<file path="config.mk">
export PLATFORM = sky130hd
export DESIGN_NAME = complex_polynomial_evaluator_core
export DESIGN_NICKNAME = d
export VERILOG_FILES = /design/src/design/cpe_pkg.sv /design/src/design/cpe_mul.sv /design/src/design/complex_polynomial_evaluator_core.sv
export SDC_FILE = /design/constraint.sdc
export NUM_CORES = 2
export LEC_CHECK = 0
export BUFFER_PORTS_ARGS = -buffer_cell sky130_fd_sc_hd__buf_2
export CORE_MARGIN = 10
export CORE_UTILIZATION = 45
export DETAILED_ROUTE_END_ITERATION = 10
export GPL_TIMING_DRIVEN = 0
export PLACE_DENSITY = 0.58
export SYNTH_ARGS = -nofsm -noshare
export SYNTH_HDL_FRONTEND = slang
export SYNTH_SLANG_ARGS = --single-unit
</file>
<file path="constraint.sdc">
create_clock -name clk -period 19.9 [get_ports clk]
set_clock_uncertainty 0.1 [all_clocks]
set_input_delay 3.98 -clock clk [delete_from_list [all_inputs] [get_ports clk]]
set_output_delay 3.98 -clock clk [all_outputs]
set_load 0.02 [all_outputs]
</file>
<file path="src/design/cpe_pkg.sv">
// shared types, constants and saturation helper for the complex polynomial evaluator
package cpe_pkg;

    localparam int Q_W       = 32;
    localparam int FRAC_W    = 24;
    localparam int DEG_W     = 3;
    localparam int CFG_IDX_W = 3;
    localparam int NUM_REGS  = 8;
    localparam int WIDE_W    = 64;

    localparam logic [CFG_IDX_W-1:0] REG_DEGREE = CFG_IDX_W'(0);

    typedef struct packed {
        logic                  ov;
        logic signed [Q_W-1:0] v;
    } sat_t;

    // clamp a sign-extended wide value to 32 bits, flag when clamped
    function automatic sat_t sat_wide(input logic signed [WIDE_W-1:0] x);
        sat_t r;
        if (x[WIDE_W-1:Q_W-1] == '0 || x[WIDE_W-1:Q_W-1] == '1)
        begin
            r.ov = 1'b0;
            r.v  = x[Q_W-1:0];
        end
        else if (x[WIDE_W-1])
        begin
            r.ov = 1'b1;
            r.v  = {1'b1, {(Q_W-1){1'b0}}};
        end
        else
        begin
            r.ov = 1'b1;
            r.v  = {1'b0, {(Q_W-1){1'b1}}};
        end
        return r;
    endfunction

endpackage

</file>
<file path="src/design/cpe_mul.sv">
// shared registered q8.24 multiplier with floor shift and saturation
module cpe_mul (
    input  logic                          clk,
    input  logic signed [cpe_pkg::Q_W-1:0] a,
    input  logic signed [cpe_pkg::Q_W-1:0] b,
    output cpe_pkg::sat_t                  q
);
    import cpe_pkg::*;

    logic signed [WIDE_W-1:0] prod_reg;
    logic signed [WIDE_W-1:0] shifted;

    always_ff @(posedge clk)
    begin
        prod_reg <= WIDE_W'(a) * WIDE_W'(b);
    end

    // arithmetic shift is the floor division by 2^24
    assign shifted = prod_reg >>> FRAC_W;
    assign q       = sat_wide(shifted);

endmodule

</file>
<file path="src/design/complex_polynomial_evaluator_core.sv">
// evaluates p(z) and p'(z) with one shared multiplier under a small op sequencer
// input is blocked while a point is evaluated
// the multiplier is issued once per cycle, one bubble after each power update
// rst_n clears the sequencer, the output valid, degree and all coefficients
module complex_polynomial_evaluator_core #(
    parameter int MAX_DEGREE = 6
) (
    input  logic                              clk,
    input  logic                              rst_n,
    input  logic                              cfg_we,
    input  logic [cpe_pkg::CFG_IDX_W-1:0]     cfg_index,
    input  logic [cpe_pkg::Q_W-1:0]           cfg_data,
    input  logic                              s_tvalid,
    output logic                              s_tready,
    // z_real, z_imag
    input  logic [2*cpe_pkg::Q_W-1:0]         s_tdata,
    output logic                              m_tvalid,
    input  logic                              m_tready,
    // value_real, value_imag, slope_real, slope_imag
    output logic [4*cpe_pkg::Q_W-1:0]         m_tdata,
    // overflow
    output logic [0:0]                        m_tuser
);
    import cpe_pkg::*;

    localparam int NCOEF = MAX_DEGREE + 1;
    localparam int KW    = (NCOEF > 2) ? $clog2(NCOEF) : 1;

    typedef enum logic [1:0] {S_IDLE, S_RUN, S_DONE, S_OUT} state_t;
    typedef enum logic [3:0] {
        OP_PR0, OP_PR1, OP_PI0, OP_PI1, OP_BUB, OP_VR, OP_VI, OP_SR, OP_SI
    } op_t;

    // configuration
    logic [DEG_W-1:0]         degree_reg;
    logic signed [Q_W-1:0]    coef_reg [NCOEF];

    always_ff @(posedge clk or negedge rst_n)
    begin
        if (!rst_n)
        begin
            degree_reg <= '0;
            for (int j = 0; j < NCOEF; j++)
            begin
                coef_reg[j] <= '0;
            end
        end
        else if (cfg_we)
        begin
            if (cfg_index == REG_DEGREE)
            begin
                degree_reg <= cfg_data[DEG_W-1:0];
            end
            for (int j = 0; j < NCOEF; j++)
            begin
                if (cfg_index == CFG_IDX_W'(j + 1))
                begin
                    coef_reg[j] <= cfg_data;
                end
            end
        end
    end

    // sequencer
    state_t        state_reg, state_next;
    op_t           op_reg, op_next;
    op_t           op_q_reg;
    logic [KW-1:0] k_reg, k_next;
    logic [KW-1:0] deg_reg;
    logic          m_tvalid_reg;
    logic          in_xfer;
    logic          out_load;
    logic [KW-1:0] deg_clamp;

    assign s_tready  = (state_reg == S_IDLE);
    assign in_xfer   = s_tvalid && s_tready;
    assign out_load  = (state_reg == S_OUT) && (!m_tvalid_reg || m_tready);
    assign deg_clamp = (degree_reg > DEG_W'(MAX_DEGREE)) ? KW'(MAX_DEGREE) : KW'(degree_reg);
    assign m_tvalid  = m_tvalid_reg;

    always_comb
    begin
        state_next = state_reg;
        op_next    = op_reg;
        k_next     = k_reg;
        case (state_reg)
            S_IDLE:
            begin
                if (in_xfer)
                begin
                    state_next = S_RUN;
                    op_next    = OP_VR;
                    k_next     = '0;
                end
            end
            S_RUN:
            begin
                case (op_reg)
                    OP_PR0: op_next = OP_PR1;
                    OP_PR1: op_next = OP_PI0;
                    OP_PI0: op_next = OP_PI1;
                    OP_PI1: op_next = OP_BUB;
                    OP_BUB: op_next = OP_VR;
                    OP_VR:  op_next = OP_VI;
                    OP_VI:
                    begin
                        if (k_reg == deg_reg)
                        begin
                            state_next = S_DONE;
                        end
                        else
                        begin
                            op_next = OP_SR;
                        end
                    end
                    OP_SR:  op_next = OP_SI;
                    OP_SI:
                    begin
                        op_next = OP_PR0;
                        k_next  = k_reg + 1'b1;
                    end
                    default: op_next = OP_BUB;
                endcase
            end
            S_DONE: state_next = S_OUT;
            S_OUT:
            begin
                if (out_load)
                begin
                    state_next = S_IDLE;
                end
            end
            default: state_next = S_IDLE;
        endcase
    end

    always_ff @(posedge clk or negedge rst_n)
    begin
        if (!rst_n)
        begin
            state_reg    <= S_IDLE;
            op_reg       <= OP_BUB;
            op_q_reg     <= OP_BUB;
            k_reg        <= '0;
            deg_reg      <= '0;
            m_tvalid_reg <= 1'b0;
        end
        else
        begin
            state_reg <= state_next;
            op_reg    <= op_next;
            k_reg     <= k_next;
            op_q_reg  <= (state_reg == S_RUN) ? op_reg : OP_BUB;
            if (in_xfer)
            begin
                deg_reg <= deg_clamp;
            end
            if (out_load)
            begin
                m_tvalid_reg <= 1'b1;
            end
            else if (m_tready)
            begin
                m_tvalid_reg <= 1'b0;
            end
        end
    end

    // datapath
    logic signed [Q_W-1:0] z_re_reg, z_im_reg;
    logic signed [Q_W-1:0] pw_re_reg, pw_im_reg;
    logic signed [Q_W-1:0] t_re_reg, t_im_reg;
    logic signed [Q_W-1:0] val_re_reg, val_im_reg;
    logic signed [Q_W-1:0] slp_re_reg, slp_im_reg;
    logic signed [Q_W-1:0] d_reg;
    logic                  ov_reg;
    logic [4*Q_W-1:0]      tdata_reg;
    logic                  tuser_reg;

    logic signed [Q_W-1:0] mul_a, mul_b;
    logic signed [Q_W-1:0] coef_k, coef_k1;
    logic [KW-1:0]         k_p1;
    logic [DEG_W:0]        mult_k;
    logic signed [Q_W+DEG_W:0] dmul;
    sat_t                  d_sat;
    logic                  d_load;
    sat_t                  prod;
    logic signed [Q_W-1:0] acc_a;
    logic                  acc_sub;
    logic signed [Q_W:0]   acc_sum;
    sat_t                  acc_res;
    logic                  acc_ov;

    assign k_p1    = k_reg + 1'b1;
    assign coef_k  = coef_reg[k_reg];
    assign coef_k1 = coef_reg[k_p1];

    // derivative coefficient (k+1)*c(k+1), prepared ahead of its multiply
    assign mult_k = {1'b0, DEG_W'(k_reg) + 1'b1};
    assign dmul   = (Q_W+DEG_W+1)'(coef_k1) * (Q_W+DEG_W+1)'($signed(mult_k));
    assign d_sat  = sat_wide(WIDE_W'(dmul));
    assign d_load = (state_reg == S_RUN) && (op_reg == OP_VR) && (k_reg != deg_reg);

    always_comb
    begin
        case (op_reg)
            OP_PR0:  begin mul_a = z_re_reg; mul_b = pw_re_reg; end
            OP_PR1:  begin mul_a = z_im_reg; mul_b = pw_im_reg; end
            OP_PI0:  begin mul_a = z_re_reg; mul_b = pw_im_reg; end
            OP_PI1:  begin mul_a = z_im_reg; mul_b = pw_re_reg; end
            OP_VR:   begin mul_a = coef_k;   mul_b = pw_re_reg; end
            OP_VI:   begin mul_a = coef_k;   mul_b = pw_im_reg; end
            OP_SR:   begin mul_a = d_reg;    mul_b = pw_re_reg; end
            OP_SI:   begin mul_a = d_reg;    mul_b = pw_im_reg; end
            default: begin mul_a = '0;       mul_b = '0;        end
        endcase
    end

    cpe_mul u_mul (
        .clk (clk),
        .a   (mul_a),
        .b   (mul_b),
        .q   (prod)
    );

    // accumulate stage works on the product issued in the previous cycle
    always_comb
    begin
        acc_sub = 1'b0;
        case (op_q_reg)
            OP_PR1:  begin acc_a = t_re_reg; acc_sub = 1'b1; end
            OP_PI1:  acc_a = t_im_reg;
            OP_VR:   acc_a = val_re_reg;
            OP_VI:   acc_a = val_im_reg;
            OP_SR:   acc_a = slp_re_reg;
            OP_SI:   acc_a = slp_im_reg;
            default: acc_a = '0;
        endcase
    end

    assign acc_sum = acc_sub ? ((Q_W+1)'(acc_a) - (Q_W+1)'(prod.v))
                             : ((Q_W+1)'(acc_a) + (Q_W+1)'(prod.v));
    assign acc_res = sat_wide(WIDE_W'(acc_sum));
    assign acc_ov  = (op_q_reg != OP_BUB) && (prod.ov || acc_res.ov);

    always_ff @(posedge clk)
    begin
        if (in_xfer)
        begin
            z_re_reg   <= s_tdata[Q_W-1:0];
            z_im_reg   <= s_tdata[2*Q_W-1:Q_W];
            pw_re_reg  <= Q_W'(1) <<< FRAC_W;
            pw_im_reg  <= '0;
            val_re_reg <= '0;
            val_im_reg <= '0;
            slp_re_reg <= '0;
            slp_im_reg <= '0;
            ov_reg     <= 1'b0;
        end
        else
        begin
            ov_reg <= ov_reg || acc_ov || (d_load && d_sat.ov);
            if (d_load)
            begin
                d_reg <= d_sat.v;
            end
            case (op_q_reg)
                OP_PR0:  t_re_reg <= acc_res.v;
                OP_PR1:  t_re_reg <= acc_res.v;
                OP_PI0:  t_im_reg <= acc_res.v;
                OP_PI1:
                begin
                    pw_re_reg <= t_re_reg;
                    pw_im_reg <= acc_res.v;
                end
                OP_VR:   val_re_reg <= acc_res.v;
                OP_VI:   val_im_reg <= acc_res.v;
                OP_SR:   slp_re_reg <= acc_res.v;
                OP_SI:   slp_im_reg <= acc_res.v;
                default: ;
            endcase
        end
        if (out_load)
        begin
            tdata_reg <= {slp_im_reg, slp_re_reg, val_im_reg, val_re_reg};
            tuser_reg <= ov_reg;
        end
    end

    assign m_tdata = tdata_reg;
    assign m_tuser = tuser_reg;

endmodule

</file>
==> impl_metrics.csv <==
group,metric,value,unit
placement,post-place-ws,6280,ps
synthesis,yosysSeqAreaShare,0.266,
placement,gp_congestion,1.03,
placement,postPlaceCellArea,77500,µm²
synthesis,yosysMostFrequentCell,"inv_1",
sta,rsz0062_at_grt,"false",
global_routing,grt-ovfl-total,0,
layout,drive_gt1_frac,0.107,
synthesis,syn_avg_cell_area,9.88,µm²
synthesis,ys_types,95,
clock_tree,post_cts_resized,0,
drt,viasPerCell,5.84,
critical_path,required,20340,ps
synthesis,ys.flop_type,"edfxtp_1",
critical_path,cpMaxStageDelayCell,"clkbuf_1",
synthesis,yosys_warnings,0,
clock_tree,clkSlewWorstSetupHoldPaths,50,ps
synthesis,synthCells,7403,
layout,ff_latch_area,19500,µm²
drt,ant_nets,0,
hold_path,worst_hold_startpoint,"pw_re_reg[28]$_SDFFE_PP0P_",
synthesis,async_flop_share,0.319,
layout,multi_input_area,47600,µm²
layout,areaGrowthSynthToFinish,9.88,%
layout,largest_reg_flops,224,
floorplan,core_area,161000,µm²
layout,fill_cells,15100,
drt,dr.pass1.iters,8,
drt,drt-wirelength-per-cell,28.9,µm
critical_path,critPathMaxFanout,10,
critical_path,cp_num_buf_inv,12,
sta,finalSetupTns,0,ps
placement,portBuffers,231,
hold_path,hold_path.class,"flip-flop to flip-flop",
clock_tree,post_cts.repair.setup_buffers,0,
floorplan,die_w,423,µm
critical_path,r2r-start,"op_reg[3]$_DFFE_PN0P_",
power_and_ir_drop,max-vdd-ir-drop,0.000232,V
layout,finish.instance_area,80400,µm²
critical_path,crit_family,"adder cells",
sta,maxSlewViolCount,46,
critical_path,r2r_slack,5940,ps
global_routing,antenna_found_initial,11,
hold_path,worstHoldPathCells,2,
synthesis,synth_area,73200,µm²
drt,routed_wl,289000,µm
outcome,violations,"max-capacitance violations, max-slew violations",
outcome,status,"finished with violations",
sta,worstMarginPinSlew,1620,ps
global_routing,grt.total_usage,0.317,
clock_tree,clockRootBuffer,"clkbuf_16",
sta,setup_viol,0,
clock_tree,ctsHoldBuffers,0,
synthesis,synth_fp_nets,8908,
sta,period_minus_slack,13960,ps
sta,max_freq,71.6,MHz
global_routing,grt_max_degree,101,
hold_path,hold_end,"pw_re_reg[28]$_SDFFE_PP0P_",
critical_path,cp.arrival,14410,ps
floorplan,ios,235,
power_and_ir_drop,powerDensity,89.8,nW/µm²
floorplan,die_area,179000,µm²
critical_path,worstSetupPathType,"flip-flop to flip-flop",
sta,layout_worst_path_cycle_share,0.702,
synthesis,synth_top_cell_by_area,"fa_1",
critical_path,endpoint_kind,"flip-flop",
synthesis,synth.ff_latch_count,766,
placement,place_hpwl,234000,µm
flow_run,cap_violations,4,
sta,worst_slack,5940,ps
global_routing,first_global_vias,59300,
layout,fin_nets,9254,
critical_path,critPathLaunchType,"flip-flop",
synthesis,synth_edf_count,289,
clock_tree,cts.path.max_buffers,3,
drt,dr_total_vias,58300,
critical_path,cpPeakStageDelay,1060,ps
sta,relSlewSlack,-0.0786,
synthesis,synth_top_area_share,0.305,
power_and_ir_drop,p_leak,37.6,nW
clock_tree,cts_tree,"yes",
critical_path,crit_top_cell,"fa_1",
floorplan,die_h,423,µm
drt,drc_errors,0,
synthesis,synth_area_leaders,"fa_1 30%, edfxtp_1 12%, dfrtp_1 8.3%",
clock_tree,htree_levels,3,
drt,drtIter0Drc,6760,
global_routing,grt_first_pass_wirelength,414000,µm
clock_tree,cts_made_buffers,86,
clock_tree,clock_sinks,766,
critical_path,r2r_end,"u_mul.prod_reg[63]$_DFF_P_",
floorplan,placementRows,147,
synthesis,synth_common_cells,"1217 x inv_1, 1114 x fa_1, 851 x nor2_1",
clock_tree,insertion_delay,740,ps
sta,hold_violations,0,
floorplan,start_util,0.454,
critical_path,r2r_cells,36,
-- area by class of cell --
class,count,area share
plain buffers,427,0.0206
clock inverters,34,0.00585
diodes,5,0.000156
inverters,1218,0.0569
repair buffers,258,0.0189
clock buffers,125,0.0300
well taps,2160,0.0336
flip-flops and latches,766,0.242
multi-input cells,4992,0.592
-- report_power, final --
part / internal, mW / leakage, nW / total [mW] / switching [mW]
Sequential: 2.14 / 7.43 / 2.43 / 0.284
Combinational: 0.964 / 28.8 / 3.16 / 2.20
Clock: 0.922 / 1.39 / 1.63 / 0.712
Total: 4.03 / 37.6 / 7.22 / 3.19
-- routing by layer --
| layer | routed length [µm] | GRT usage | vias to the layer above |
|---|---|---|---|
| met5 | 111 | 0 | - |
| met4 | 20800 | 0.179 | 16 |
| met3 | 29500 | 0.0854 | 769 |
| met2 | 127000 | 0.486 | 3183 |
| met1 | 112000 | 0.406 | 29800 |
| li1 | - | - | 24500 |
-- worst min-delay path, cell delays in order, from the launching register on --
cell     delay (ps)
dfxtp_1         310
nand2_1          50
a21oi_1          50
-- cell usage in the layout, fill, tap and decap left out, types with 87 or more instances in the layout --
| cell | synthesis | routed |
|---|---|---|
| inv_1 | 1217 | 1217 |
| fa_1 | 1114 | 1114 |
| nor2_1 | 851 | 850 |
| nand2_1 | 710 | 710 |
| clkbuf_1 | 379 | 406 |
| a21oi_1 | 343 | 343 |
| edfxtp_1 | 289 | 289 |
| ha_1 | 287 | 287 |
| mux2_2 | 262 | 262 |
| buf_2 | 23 | 254 |
| o21ai_0 | 252 | 251 |
| dfrtp_1 | 242 | 242 |
| dfxtp_1 | 233 | 233 |
| a21o_1 | 135 | 135 |
| a22oi_1 | 133 | 128 |
| clkbuf_16 | 0 | 87 |
-- cell families (layout without fill, tap and decap cells) --
family / after synthesis / after routing / share of synthesized area
fa+ha+maj: 1408 / 1408 / 0.355
xor+xnor: 129 / 129 / 0.0154
mux: 362 / 362 / 0.0648
flops: 766 / 766 / 0.266
buf+inv: 1645 / 2062 / 0.0851
compound gates: 1136 / 1136 / 0.100
simple gates: 1957 / 1957 / 0.114
other cells: 0 / 5 / 0
-- through the flow --
stage	cells	hold WS, ps	utilization	total power, mW
floorplan	7403	325	-	4.25
global placement	9794	339	0.478	5.47
detailed placement	9819	344	0.481	5.52
CTS	9978	357	0.499	7.17
global route	9980	375	0.499	7.51
finish	9985	356	0.499	7.22
-- how the worst max path moves through the flow --
stage / end / startpoint / cells after the start
after global routing: u_mul.prod_reg[63]$_DFF_P_ / op_reg[3]$_DFFE_PN0P_ / 36
after global placement: u_mul.prod_reg[63]$_DFF_P_ / k_reg[1]$_DFFE_PN0P_ / 34
after CTS: u_mul.prod_reg[63]$_DFF_P_ / k_reg[1]$_DFFE_PN0P_ / 36
after detailed placement: u_mul.prod_reg[63]$_DFF_P_ / k_reg[1]$_DFFE_PN0P_ / 36
after floorplan: u_mul.prod_reg[62]$_DFF_P_ / k_reg[0]$_DFFE_PN0P_ / 38
final: u_mul.prod_reg[63]$_DFF_P_ / op_reg[3]$_DFFE_PN0P_ / 36
Note: power is estimated with default switching activity, not from simulation.
